[src/hw/rtl/kts_pkg.sv]
// Package for the keyframe timeline sequencer.
// Holds the animation and keyframe timing tables, the microcode and shared types.
// No dependencies.
package kts_pkg;

  localparam int TabAnims  = 8;
  localparam int TabFrames = 4;
  localparam int AnimXW    = 6;
  localparam int StepW     = 4;

  localparam logic [1:0] CMD_TICK    = 2'd0;
  localparam logic [1:0] CMD_ADVANCE = 2'd1;
  localparam logic [1:0] CMD_NEUTRAL = 2'd2;
  localparam logic [1:0] CMD_NONE    = 2'd3;

  localparam logic ACT_BLINK  = 1'b0;
  localparam logic ACT_POSE   = 1'b1;
  localparam logic SIDE_LEFT  = 1'b0;
  localparam logic SIDE_RIGHT = 1'b1;

  typedef struct packed {
    logic [15:0] loop_ms;
    logic [2:0]  count;
    logic [19:0] blink_iv;
    logic [19:0] blink_sp;
  } anim_row_t;

  typedef struct packed {
    logic [15:0] fire;
    logic [15:0] ease;
  } frame_row_t;

  localparam anim_row_t ANIM_ROM [TabAnims] = '{
    '{16'd0,    3'd1, 20'd65536,  20'd65536},
    '{16'd0,    3'd1, 20'd65536,  20'd65536},
    '{16'd0,    3'd2, 20'd85196,  20'd85196},
    '{16'd0,    3'd1, 20'd65536,  20'd65536},
    '{16'd0,    3'd1, 20'd104857, 20'd65536},
    '{16'd5300, 3'd3, 20'd163840, 20'd144179},
    '{16'd3600, 3'd4, 20'd65536,  20'd65536},
    '{16'd3500, 3'd3, 20'd65536,  20'd65536}
  };

  localparam frame_row_t FRAME_ROM [TabAnims][TabFrames] = '{
    '{'{16'd0, 16'd250}, '{16'd0,    16'd0},    '{16'd0,    16'd0},    '{16'd0,    16'd0}},
    '{'{16'd0, 16'd250}, '{16'd0,    16'd0},    '{16'd0,    16'd0},    '{16'd0,    16'd0}},
    '{'{16'd0, 16'd250}, '{16'd250,  16'd900},  '{16'd0,    16'd0},    '{16'd0,    16'd0}},
    '{'{16'd0, 16'd250}, '{16'd0,    16'd0},    '{16'd0,    16'd0},    '{16'd0,    16'd0}},
    '{'{16'd0, 16'd120}, '{16'd0,    16'd0},    '{16'd0,    16'd0},    '{16'd0,    16'd0}},
    '{'{16'd0, 16'd300}, '{16'd300,  16'd2500}, '{16'd2800, 16'd2500}, '{16'd0,    16'd0}},
    '{'{16'd0, 16'd260}, '{16'd900,  16'd300},  '{16'd1800, 16'd300},  '{16'd2700, 16'd300}},
    '{'{16'd0, 16'd250}, '{16'd500,  16'd90},   '{16'd800,  16'd120},  '{16'd0,    16'd0}}
  };

  typedef enum logic [2:0] {
    OP_NOP,
    OP_ACCEPT,
    OP_ENTER,
    OP_ELAPSE,
    OP_WRAP,
    OP_EMIT_BLINK,
    OP_EMIT_LEFT,
    OP_EMIT_RIGHT
  } op_e;

  typedef enum logic [2:0] {
    C_NONE,
    C_ALWAYS,
    C_IGNORE,
    C_TICK,
    C_NO_FIRE
  } cond_e;

  typedef struct packed {
    op_e              op;
    cond_e            cond;
    logic [StepW-1:0] target;
  } uword_t;

  typedef struct packed {
    op_e  op;
    logic go;
  } uop_t;

  typedef struct packed {
    logic in_valid;
    logic out_free;
    logic ignore;
    logic tick;
    logic fire_now;
  } stat_t;

  localparam logic [StepW-1:0] ST_ACCEPT = 4'd0;
  localparam logic [StepW-1:0] ST_FILTER = 4'd1;
  localparam logic [StepW-1:0] ST_ROUTE  = 4'd2;
  localparam logic [StepW-1:0] ST_ENTER  = 4'd3;
  localparam logic [StepW-1:0] ST_ELAPSE = 4'd4;
  localparam logic [StepW-1:0] ST_WRAP   = 4'd5;
  localparam logic [StepW-1:0] ST_SKIP   = 4'd6;
  localparam logic [StepW-1:0] ST_BLINK  = 4'd7;
  localparam logic [StepW-1:0] ST_CHECK  = 4'd8;
  localparam logic [StepW-1:0] ST_LEFT   = 4'd9;
  localparam logic [StepW-1:0] ST_RIGHT  = 4'd10;

  function automatic uword_t ucode_word(logic [StepW-1:0] step);
    uword_t w;
    case (step)
      ST_ACCEPT: w = '{OP_ACCEPT,     C_NONE,    ST_ACCEPT};
      ST_FILTER: w = '{OP_NOP,        C_IGNORE,  ST_ACCEPT};
      ST_ROUTE:  w = '{OP_NOP,        C_TICK,    ST_ELAPSE};
      ST_ENTER:  w = '{OP_ENTER,      C_NONE,    ST_ACCEPT};
      ST_ELAPSE: w = '{OP_ELAPSE,     C_NONE,    ST_ACCEPT};
      ST_WRAP:   w = '{OP_WRAP,       C_NONE,    ST_ACCEPT};
      ST_SKIP:   w = '{OP_NOP,        C_TICK,    ST_CHECK};
      ST_BLINK:  w = '{OP_EMIT_BLINK, C_NONE,    ST_ACCEPT};
      ST_CHECK:  w = '{OP_NOP,        C_NO_FIRE, ST_ACCEPT};
      ST_LEFT:   w = '{OP_EMIT_LEFT,  C_NONE,    ST_ACCEPT};
      ST_RIGHT:  w = '{OP_EMIT_RIGHT, C_ALWAYS,  ST_CHECK};
      default:   w = '{OP_NOP,        C_ALWAYS,  ST_ACCEPT};
    endcase
    return w;
  endfunction

endpackage

[src/hw/rtl/keyframe_timeline_sequencer_unit.sv]
// Keyframe timeline sequencer top level: datapath, output register, tables.
// Depends on kts_pkg and kts_useq.
//
//   channel  handshake                  payload
//   input    in_valid_i / in_ready_o    cmd_i, time_now_i
//   output   out_valid_o / out_ready_i  action_o .. last_o (9 fields)
//
// One item at a time, stepped by the microcode: accept plus 5 (tick) or 7 (enter)
// control steps, then per fired keyframe a check, left beat and right beat, and a closing check.
// A tick that fires nothing ends at that closing check; a command 3 is dropped at the filter step.
// Emit steps hold while the output register is full and not being drained.
// Reset selects the neutral animation with entry time and pending frame zero.
module keyframe_timeline_sequencer_unit import kts_pkg::*; #(
  parameter int NUM_ANIMS  = 8,
  parameter int MAX_FRAMES = 4
) (
  input  logic        clk_i,
  input  logic        rst_ni,
  input  logic        in_valid_i,
  output logic        in_ready_o,
  input  logic [1:0]  cmd_i,
  input  logic [31:0] time_now_i,
  output logic        out_valid_o,
  input  logic        out_ready_i,
  output logic        action_o,
  output logic [2:0]  anim_index_o,
  output logic        eye_side_o,
  output logic [1:0]  frame_index_o,
  output logic [15:0] ease_time_o,
  output logic [19:0] blink_interval_o,
  output logic [19:0] blink_speed_o,
  output logic [31:0] stamp_o,
  output logic        last_o
);

  localparam int AnimW    = (NUM_ANIMS > 1) ? $clog2(NUM_ANIMS) : 1;
  localparam int FrameCap = (MAX_FRAMES < TabFrames) ? MAX_FRAMES : TabFrames;

  uop_t  uop;
  stat_t stat;

  logic [AnimW-1:0]  anim_q, anim_d;
  logic [31:0]       entry_q, entry_d;
  logic [2:0]        pend_q, pend_d;
  logic [1:0]        cmd_q;
  logic [31:0]       now_q;
  logic [31:0]       el_q;
  logic              out_valid_q;

  logic [AnimXW-1:0] anim_x;
  logic              in_tab;
  anim_row_t         row;
  logic [2:0]        cnt;
  logic [2:0]        pend_nx;
  frame_row_t        frm, frm_nx;
  logic              fire_now, fire_nx;
  logic              wrap;
  logic              emit;

  kts_useq u_useq (
    .clk_i  (clk_i),
    .rst_ni (rst_ni),
    .stat_i (stat),
    .uop_o  (uop)
  );

  always_comb begin
    anim_x  = AnimXW'(anim_q);
    in_tab  = (anim_x < AnimXW'(TabAnims));
    row     = in_tab ? ANIM_ROM[anim_x[2:0]] : '0;
    cnt     = (row.count > 3'(FrameCap)) ? 3'(FrameCap) : row.count;
    pend_nx = pend_q + 3'd1;
    frm     = FRAME_ROM[anim_x[2:0]][pend_q[1:0]];
    frm_nx  = FRAME_ROM[anim_x[2:0]][pend_nx[1:0]];
    fire_now = (pend_q < cnt) && ({16'd0, frm.fire} <= el_q);
    fire_nx  = (pend_nx < cnt) && ({16'd0, frm_nx.fire} <= el_q);
    wrap     = (row.loop_ms != 16'd0) && (el_q >= {16'd0, row.loop_ms});
    emit     = uop.go && ((uop.op == OP_EMIT_BLINK) || (uop.op == OP_EMIT_LEFT) ||
                          (uop.op == OP_EMIT_RIGHT));

    stat.in_valid = in_valid_i;
    stat.out_free = !out_valid_q || out_ready_i;
    stat.ignore   = (cmd_q == CMD_NONE);
    stat.tick     = (cmd_q == CMD_TICK);
    stat.fire_now = fire_now;

    anim_d  = anim_q;
    entry_d = entry_q;
    pend_d  = pend_q;
    if (uop.go) begin
      case (uop.op)
        OP_ENTER: begin
          if (cmd_q == CMD_ADVANCE) begin
            anim_d = (anim_q == AnimW'(NUM_ANIMS - 1)) ? '0 : AnimW'(anim_q + 1'b1);
          end else begin
            anim_d = '0;
          end
          entry_d = now_q;
          pend_d  = 3'd0;
        end
        OP_WRAP: begin
          if (wrap) begin
            entry_d = entry_q + {16'd0, row.loop_ms};
            pend_d  = 3'd0;
          end
        end
        OP_EMIT_RIGHT: pend_d = pend_nx;
        default: ;
      endcase
    end
  end

  always_ff @(posedge clk_i or negedge rst_ni) begin
    if (!rst_ni) begin
      anim_q      <= '0;
      entry_q     <= '0;
      pend_q      <= 3'd0;
      out_valid_q <= 1'b0;
    end else begin
      anim_q  <= anim_d;
      entry_q <= entry_d;
      pend_q  <= pend_d;
      if (emit) begin
        out_valid_q <= 1'b1;
      end else if (out_ready_i) begin
        out_valid_q <= 1'b0;
      end
    end
  end

  always_ff @(posedge clk_i) begin
    if (uop.go && (uop.op == OP_ACCEPT)) begin
      cmd_q <= cmd_i;
      now_q <= time_now_i;
    end
    if (uop.go && (uop.op == OP_ELAPSE)) begin
      el_q <= now_q - entry_q;
    end
    if (uop.go && (uop.op == OP_WRAP) && wrap) begin
      el_q <= el_q - {16'd0, row.loop_ms};
    end
    if (emit) begin
      anim_index_o <= anim_x[2:0];
      stamp_o      <= now_q;
      if (uop.op == OP_EMIT_BLINK) begin
        action_o         <= ACT_BLINK;
        eye_side_o       <= SIDE_LEFT;
        frame_index_o    <= 2'd0;
        ease_time_o      <= 16'd0;
        blink_interval_o <= row.blink_iv;
        blink_speed_o    <= row.blink_sp;
        last_o           <= !fire_now;
      end else begin
        action_o         <= ACT_POSE;
        eye_side_o       <= (uop.op == OP_EMIT_RIGHT) ? SIDE_RIGHT : SIDE_LEFT;
        frame_index_o    <= pend_q[1:0];
        ease_time_o      <= frm.ease;
        blink_interval_o <= 20'd0;
        blink_speed_o    <= 20'd0;
        last_o           <= (uop.op == OP_EMIT_RIGHT) ? !fire_nx : 1'b0;
      end
    end
  end

  assign in_ready_o  = (uop.op == OP_ACCEPT);
  assign out_valid_o = out_valid_q;

  a_pend_range : assert property (@(posedge clk_i) disable iff (!rst_ni)
    pend_q <= 3'(FrameCap))
    else $error("pending frame beyond frame cap");

  a_leave_accept : assert property (@(posedge clk_i) disable iff (!rst_ni)
    (in_valid_i && in_ready_o) |=> !in_ready_o)
    else $error("sequencer stayed in accept step after a beat");

  a_blink_clean : assert property (@(posedge clk_i) disable iff (!rst_ni)
    (out_valid_o && (action_o == ACT_BLINK)) |->
      ((ease_time_o == 16'd0) && (frame_index_o == 2'd0) && (eye_side_o == SIDE_LEFT)))
    else $error("blink beat carries pose fields");

  a_left_not_last : assert property (@(posedge clk_i) disable iff (!rst_ni)
    (out_valid_o && (action_o == ACT_POSE) && (eye_side_o == SIDE_LEFT)) |-> !last_o)
    else $error("left target marked last");

endmodule

[src/hw/rtl/kts_useq.sv]
// Microcode sequencer: step counter, control store lookup and conditional jumps.
// Depends on kts_pkg.
module kts_useq import kts_pkg::*; (
  input  logic  clk_i,
  input  logic  rst_ni,
  input  stat_t stat_i,
  output uop_t  uop_o
);

  logic [StepW-1:0] step_q, step_d;
  uword_t           word;
  logic             hold;
  logic             jump;

  always_comb begin
    word = ucode_word(step_q);
    hold = ((word.op == OP_ACCEPT) && !stat_i.in_valid) ||
           (((word.op == OP_EMIT_BLINK) || (word.op == OP_EMIT_LEFT) ||
             (word.op == OP_EMIT_RIGHT)) && !stat_i.out_free);
    case (word.cond)
      C_ALWAYS:  jump = 1'b1;
      C_IGNORE:  jump = stat_i.ignore;
      C_TICK:    jump = stat_i.tick;
      C_NO_FIRE: jump = !stat_i.fire_now;
      default:   jump = 1'b0;
    endcase
    if (hold) begin
      step_d = step_q;
    end else if (jump) begin
      step_d = word.target;
    end else begin
      step_d = StepW'(step_q + 1'b1);
    end
    uop_o = '{op: word.op, go: !hold};
  end

  always_ff @(posedge clk_i or negedge rst_ni) begin
    if (!rst_ni) begin
      step_q <= ST_ACCEPT;
    end else begin
      step_q <= step_d;
    end
  end

endmodule
[config.mk]
export PLATFORM = sky130hd
export DESIGN_NAME = keyframe_timeline_sequencer_unit
export DESIGN_NICKNAME = d
export VERILOG_FILES = /design/src/hw/rtl/kts_pkg.sv /design/src/hw/rtl/keyframe_timeline_sequencer_unit.sv /design/src/hw/rtl/kts_useq.sv
export SDC_FILE = /design/constraint.sdc
export NUM_CORES = 1
export LEC_CHECK = 0
export BUFFER_PORTS_ARGS = -buffer_cell sky130_fd_sc_hd__clkbuf_2
export CORE_ASPECT_RATIO = 1.5
export CORE_MARGIN = 1
export CORE_UTILIZATION = 35
export DETAILED_ROUTE_END_ITERATION = 7
export GPL_TIMING_DRIVEN = 0
export PLACE_DENSITY_LB_ADDON = 0.2
export SLEW_MARGIN = 25
export SYNTH_ARGS = -nofsm -noshare
export SYNTH_HDL_FRONTEND = slang
export SYNTH_SLANG_ARGS = --single-unit
[constraint.sdc]
create_clock -name clk_i -period 5.1 [get_ports clk_i]
set_input_delay 0.51 -clock clk_i [delete_from_list [all_inputs] [get_ports clk_i]]
set_output_delay 0.51 -clock clk_i [all_outputs]
set_load 0.005 [all_outputs]
# Yosys cells after proc, flatten, opt, wreduce, memory -nomap -nowiden
# Memory sizes are Yosys's and may differ from the RTL's.
# Index checks and enable logic that the tools add are counted.
dict set report totals {
  ff_bits 205
  mem_bits_ro 1624
  in_bits 38
  output_inout_bits 98
  elab_cells 110
  mem_count 3
}
dict set report classes {
  add_sub_neg 6
  order_cmp 9
  eq_ne 15
  mux 27
  n_bitwise 4
  n_reduce_logical 29
}
# name depth word_bits read_ports rd_ports_with_merged_regs write_ports line
set mem_list {}
lappend mem_list {{(no name shown)} 8 128 1 0 0 keyframe_timeline_sequencer_unit.sv:74} ;# frm_nx = FRAME_ROM[anim_x[2:0]][pend_nx[1:0]];
lappend mem_list {{(no name shown)} 8 59 1 0 0 keyframe_timeline_sequencer_unit.sv:70} ;# row = in_tab ? ANIM_ROM[anim_x[2:0]] : '0;
lappend mem_list {{(no name shown)} 16 8 1 0 0 kts_pkg.sv:107} ;# case (step)
# op count
set op_table {}
lappend op_table {{two-way mux 128 bit} 2}
lappend op_table {{two-way mux 32 bit} 7}
lappend op_table {{binary-select mux 32 bit (select 2 bit)} 2}
lappend op_table {{two-way mux 59 bit} 2}
lappend op_table {{less-or-equal comparator 16 x 32 -> 1 bit} 2}
lappend op_table {{case mux 32 bit (2 select lines)} 1}
lappend op_table {{adder 32 x 16 -> 32 bit} 1}
lappend op_table {{greater-or-equal comparator 32 x 16 -> 1 bit} 1}
lappend op_table {{subtractor 32 x 16 -> 32 bit} 1}
lappend op_table {{subtractor 32 bit} 1}
lappend op_table {{== test 3 bit, second input constant} 6}
lappend op_table {{nonzero test 16 bit} 1}
lappend op_table {{== test 3 x 2 -> 1 bit, second input constant} 4}
lappend op_table {{two-way mux 3 bit} 4}
lappend op_table {{logical AND 1 bit} 10}
lappend op_table {{case mux 3 bit (3 select lines)} 1}
lappend op_table {{adder 3 x 1 -> 3 bit, second input constant} 2}
lappend op_table {{== test 3 x 1 -> 1 bit, second input constant} 2}
lappend op_table {{greater-or-equal comparator 3 bit, second input constant} 2}
lappend op_table {{logical NOT 1 bit} 6}
lappend op_table {{< comparator 3 bit} 2}
lappend op_table {{two-way mux 1 bit} 6}
lappend op_table {{inverter 2 -> 3 bit} 2}
lappend op_table {{AND reduction 3 bit} 2}
lappend op_table {{15 further kinds} 20}

# Longest topological paths before layout
dict set report depth {
  depth_word 12
  mapped_depth 18
  depth_no_buf 14
}

# Cells and area by module
# Synthesis repeated with hierarchy kept, for this count alone.
dict set report hier_totals {
  hier_cells 1169
  area_unflattened_um2 11294.6
}
# module n_inst cells_per_inst area_each_um2 seq_area_each_um2
set by_module_without_submodules {}
lappend by_module_without_submodules {keyframe_timeline_sequencer_unit 1 1107 10737.8 4609.4}
lappend by_module_without_submodules {kts_useq 1 62 556.8 100.1}

# Least setup slack after synthesis
# OpenSTA, ideal clock, no wires.
dict set report synth_path {
  path_type {flip-flop to flip-flop}
  start {reg u_useq.step_q[0]}
  end {reg action_o, enable pin}
  t_arrival_ps 3995
  required_time_ps 4632
  slack_ps 636
  path_stages_with_launch 9
  n_path_buf 1
  synth_period_minus_slack_ps 4464
  cell_sequence {dfrtp_1 > inv_1 > ha_1 > clkbuf_1 > nor2b_1 > o21ai_0 > o311a_1 > nand2_1 > nor2_1}
}
dict set report synth_between {
  elab_chain_len 8
}
# element line
set synth_lines {}
lappend synth_lines {{from (decl)} kts_useq.sv:10} ;# logic [StepW-1:0] step_q, step_d;
lappend synth_lines {{from (signal assigned)} kts_useq.sv:41} ;# step_q <= step_d;
lappend synth_lines {{memory (16 x 8 bit) (*)} --}
lappend synth_lines {{== test 3 bit} {keyframe_timeline_sequencer_unit.sv:78, kts_useq.sv:18}}
lappend synth_lines {{logical OR 1 bit (2 in series)} {keyframe_timeline_sequencer_unit.sv:78, kts_useq.sv:18}}
lappend synth_lines {{logical AND 1 bit} kts_useq.sv:19} ;# (word.op == OP_EMIT_RIGHT)) && !stat_i.out_free);
lappend synth_lines {{logical OR 1 bit} kts_useq.sv:17} ;# hold = ((word.op == OP_ACCEPT) && !stat_i.in_valid) ||
lappend synth_lines {{logical NOT 1 bit} kts_useq.sv:34} ;# uop_o = '{op: word.op, go: !hold};
lappend synth_lines {{logical AND 1 bit (*)} keyframe_timeline_sequencer_unit.sv:78} ;# emit = uop.go && ((uop.op == OP_EMIT_BLINK) || (uop.op == OP_EMIT_LEFT) ||
lappend synth_lines {{via emit} keyframe_timeline_sequencer_unit.sv:58} ;# logic emit;
lappend synth_lines {{to (signal assigned)} keyframe_timeline_sequencer_unit.sv:146} ;# action_o <= ACT_BLINK;
lappend synth_lines {{to (signal assigned)} keyframe_timeline_sequencer_unit.sv:154} ;# action_o <= ACT_POSE;
lappend synth_lines {{to (decl)} keyframe_timeline_sequencer_unit.sv:25} ;# output logic action_o,
# Mark *: on every way through the listed nets, which the timed path passes. The rest lies on a longest branch.
# A chain may end at the register's enable or synchronous reset.

# Worst setup path in the final report
dict set report layout_path {
  start {reg anim_q[1]}
  end {reg el_q[23], enable pin}
}
dict set report layout_between {
  elab_chain_len 8
}
# element line
set layout_lines {}
lappend layout_lines {{from (decl)} keyframe_timeline_sequencer_unit.sv:42} ;# logic [AnimW-1:0] anim_q, anim_d;
lappend layout_lines {{from (signal assigned)} keyframe_timeline_sequencer_unit.sv:120} ;# anim_q <= anim_d;
lappend layout_lines {{inverter 3 -> 4 bit (not written as such) (*)} keyframe_timeline_sequencer_unit.sv:70}
lappend layout_lines {{memory (8 x 59 bit) (*)} --}
lappend layout_lines {{two-way mux 59 bit (not written as such) (*) (2 in series)} keyframe_timeline_sequencer_unit.sv:70}
lappend layout_lines {{greater-or-equal comparator 32 x 16 -> 1 bit or nonzero test 16 bit (tied branches)} keyframe_timeline_sequencer_unit.sv:77} ;# wrap = (row.loop_ms != 16'd0) && (el_q >= {16'd0, row.loop_ms});
lappend layout_lines {{logical AND 1 bit (*)} keyframe_timeline_sequencer_unit.sv:77}
lappend layout_lines {{logical AND 1 bit (*)} keyframe_timeline_sequencer_unit.sv:139} ;# if (uop.go && (uop.op == OP_WRAP) && wrap) begin
lappend layout_lines {{nonzero test 2 bit (no source line) (*)} --}
lappend layout_lines {{to (signal assigned)} keyframe_timeline_sequencer_unit.sv:137} ;# el_q <= now_q - entry_q;
lappend layout_lines {{to (signal assigned)} keyframe_timeline_sequencer_unit.sv:140} ;# el_q <= el_q - {16'd0, row.loop_ms};
lappend layout_lines {{to (decl)} keyframe_timeline_sequencer_unit.sv:47} ;# logic [31:0] el_q;
# Every way passes the cells marked *; elsewhere a longest branch is shown, timed or not. The select of a mux whose other input is x is not followed.

==> results.toml <==
[global_route]
grt_pass1_vias = 9238
grt_use_met1 = 0.217
grt_start_max_net_pins = 44
met3_usage = 0.0230
busiest_layer = "met2"
overflow = 0
use_met2 = 0.387
grt_pass1_wl_mm = 50.4
track_usage = 0.203
antenna_found_initial = 0

[sta]
tightest_slew_ps = 1020
report.final.slew_viol_count = 0
fin_skew_ps = 10.9
period_needed_ps = 4730
max_freq_ghz = 0.211
slew_headroom = 0.312
fin_crit_sh = 0.928
rsz0062_at_grt = "false"
hold_violations = 0
setup_violations = 0
finalSetupTns_ps = 0

[die]
ioPinCount = 136
die_h_um = 221
core_area_um2 = 31700
dieArea_um2 = 32900
row_count = 80
initial_core_util = 0.354
die_w_um = 148

[synth]
synthTopCellsByArea = "edfxtp_1 (32%), ha_1 (9.8%), dfrtp_1 (9.6%), a21oi_1 (3.5%), o21ai_0 (3.3%)"
yosysSeqAreaShare = 0.419
synth_top_area_share = 0.323
synthFlopType = "edfxtp_1"
avgSynthCellArea_um2 = 9.53
synthCells = 1180
ys_types = 75
netlist_area_um2 = 11200
synth-async-reset-ratio = 0.262
synth_top_area_cell = "edfxtp_1"
synth_enable_flop_cells = 121
synth_seq_cells = 164
ys.warnings.count = 0

[clock_tree]
cts_tree = "yes"
cts_sinks = 164
cts_made_buffers = 17
cts.path.max_buffers = 2
clk_pin_slew_ps = 70
clock_latency_ps = 450
htree_levels = 4
cts_root_buf = "clkbuf_16"

[power_and_ir_drop]
power.share.clock = 0.160
power.leakage_nw = 5.58
fin_total_pwr_mw = 8.32
power.switching_mw = 3.61
p_comb_frac = 0.532
seq_power_share = 0.309
swShare = 0.434
p_int_mw = 4.71
p_per_area_nw_per_um2 = 636
ir_worst_vdd_mv = 0.316

[cells_and_area]
post-route-util = 0.412
layout.cells.non_filler = 1760
syn2layout_area_growth_pct = 16.4
insertedDiodeCount = 0
nNetsFinal = 1466
drive_gt1_frac = 0.173
fillers = 3191
fin_area_um2 = 13100

[placement]
placed_area_um2 = 12500
hpwl_mm = 25.2
io_buffers = 120
place_congestion = 0.917
dpl.cell_count = 1727

[worst_setup_path]
cp_max_fo = 15
cp_data_arrival_time_ps = 4840
cp-end-kind = "register"
start_kind = "register"
worstSetupPathType = "register to register"
required_ps = 5210

[min_path]
hold_path_class = "input pin to async pin"

[routing]
avgRoutedWirePerCell_um = 18.6
ant_nets = 0
drt_iter0_markers = 509
num_vias = 9456
routed_wl_mm = 32.7
drcViolationCount = 0
viasPerCell = 5.37
dr.pass1.iters = 5

[run]
drv_cap = 0

[run_status]
status = "completed"
==> layout make-up <==
class	instances	area, um^2	area share
plain buffers	86	503	0.0384
clock buffers	19	433	0.0331
clock inverters	13	148	0.0113
inverters	88	330	0.0252
multi-input cells	857	5780	0.442
flip-flops and latches	164	4710	0.360
well taps	410	513	0.0392
repair buffers	123	671	0.0513
==> cells in the final DEF (no fill, tap or decap), types with 12 or more instances in the layout <==
cell       Yosys  layout
a211oi_1      21      21
a21o_1        29      29
a21oi_1       79      79
a31oi_1       20      20
and3_1        13      13
buf_4         41      41
clkbuf_1      36      36
clkbuf_16      0      17
clkbuf_2       0     121
conb_1         1      15
dfrtp_1       43      43
edfxtp_1     121     121
ha_1          88      88
inv_1         88      88
mux2i_1       12      12
nand2_1       83      83
nand2b_1      13      13
nand3_1       25      25
nand4_1       12      12
nor2_1        87      85
nor2b_1       23      23
nor3_1        21      21
o21ai_0       75      75
o22ai_1       15      15
or2_2         12      12
xnor2_1       35      35
==> worst max-delay path, cell delays in order, from the launching register on <==
cell	delay, ps
dfrtp_1	610
ha_1	220
clkbuf_1	350
and2_0	180
clkbuf_1	340
inv_1	300
ha_1	350
clkbuf_1	260
a21o_1	160
a21oi_1	50
o21ai_0	190
a31oi_1	130
a31o_2	340
inv_1	150
buf_2	320
or2_2	420
==> per-stage QoR <==
| stage | hold WS, ps | setup WS, ps |
|---|---|---|
| after CTS | 157 | 95.8 |
| after floorplan | 214 | 636 |
| after detailed placement | 442 | 107 |
| after global routing | 166 | 31.7 |
| final | 108 | 368 |
| after global placement | 435 | -988 |
==> power by group through the flow <==
stage	Clock (mW)	Sequential, mW	Combinational (mW)
2_1_floorplan	0	2.46	3.14
3_3_place_gp	0	2.63	4.30
5_1_grt	1.40	2.62	4.91
3_5_place_dp	0	2.59	4.43
6_report	1.33	2.57	4.42
4_1_cts	1.34	2.57	4.45
==> synth_stat cells (7+ instances only) <==
master / number
a211oi_1: 21
a21boi_0: 8
a21o_1: 29
a21oi_1: 79
a31o_2: 7
a31oi_1: 20
and2_1: 8
and3_1: 13
buf_2: 7
buf_4: 41
clkbuf_1: 36
dfrtp_1: 43
edfxtp_1: 121
ha_1: 88
inv_1: 88
mux2i_1: 12
nand2_1: 83
nand2b_1: 13
nand3_1: 25
nand4_1: 12
nor2_1: 87
nor2b_1: 23
nor3_1: 21
nor4_1: 11
o211ai_1: 11
o21a_1: 11
o21ai_0: 75
o22ai_1: 15
o31ai_1: 9
or2_2: 12
or3_1: 11
xnor2_1: 35
xor2_1: 11
==> registers in the layout, indices dropped and copies added (netlist names) <==
signal	flops
action_o	1
anim_index_o	3
anim_q	3
blink_interval_o	5
blink_speed_o	1
cmd_q	2
ease_time_o	9
el_q	32
entry_q	32
eye_side_o	1
frame_index_o	2
last_o	1
now_q	32
out_valid_o	1
pend_q	3
stamp_o	32
u_useq.step_q	4
==> per-layer routing <==
layer	part of all wire	wire [um]
met5	0	0
met2	0.55	17900
met4	0.035	1160
met3	0.031	1000
met1	0.39	12600
==> repair_timing <==
action,CTS,global route
endpoints found under the setup margin,0,43
buffers inserted,0,0
gates resized for setup,0,5
hold buffers,0,0
==> logic make-up after synthesis <==
| group | synth area share |
|---|---|
| and+or+nand+nor | 0.158 |
| xor gates and xnor gates | 0.0358 |
| adders and majority gates | 0.103 |
| other | 0.000334 |
| AOI/OAI and AO/OA | 0.198 |
| buffers and inverters | 0.0739 |
| muxes | 0.0117 |
| DFF | 0.419 |
==> worst paths after layout <==
check / to / cells past startpoint / slack (ps) / startpoint
worst max-delay path: el_q[23] / 15 / 370 / anim_q[1]
worst min-delay path: entry_q[31] / 1 / 110 / rst_ni
worst max register to register: el_q[23] / 15 / 370 / anim_q[1]
worst min register to register: stamp_o[0] / 0 / 460 / now_q[0]
max in group asynchronous: out_valid_o / 1 / 4490 / rst_ni
min in group clk_i: now_q[29] / 1 / 240 / time_now_i[29]
Note: power is estimated with default switching activity, not from simulation.
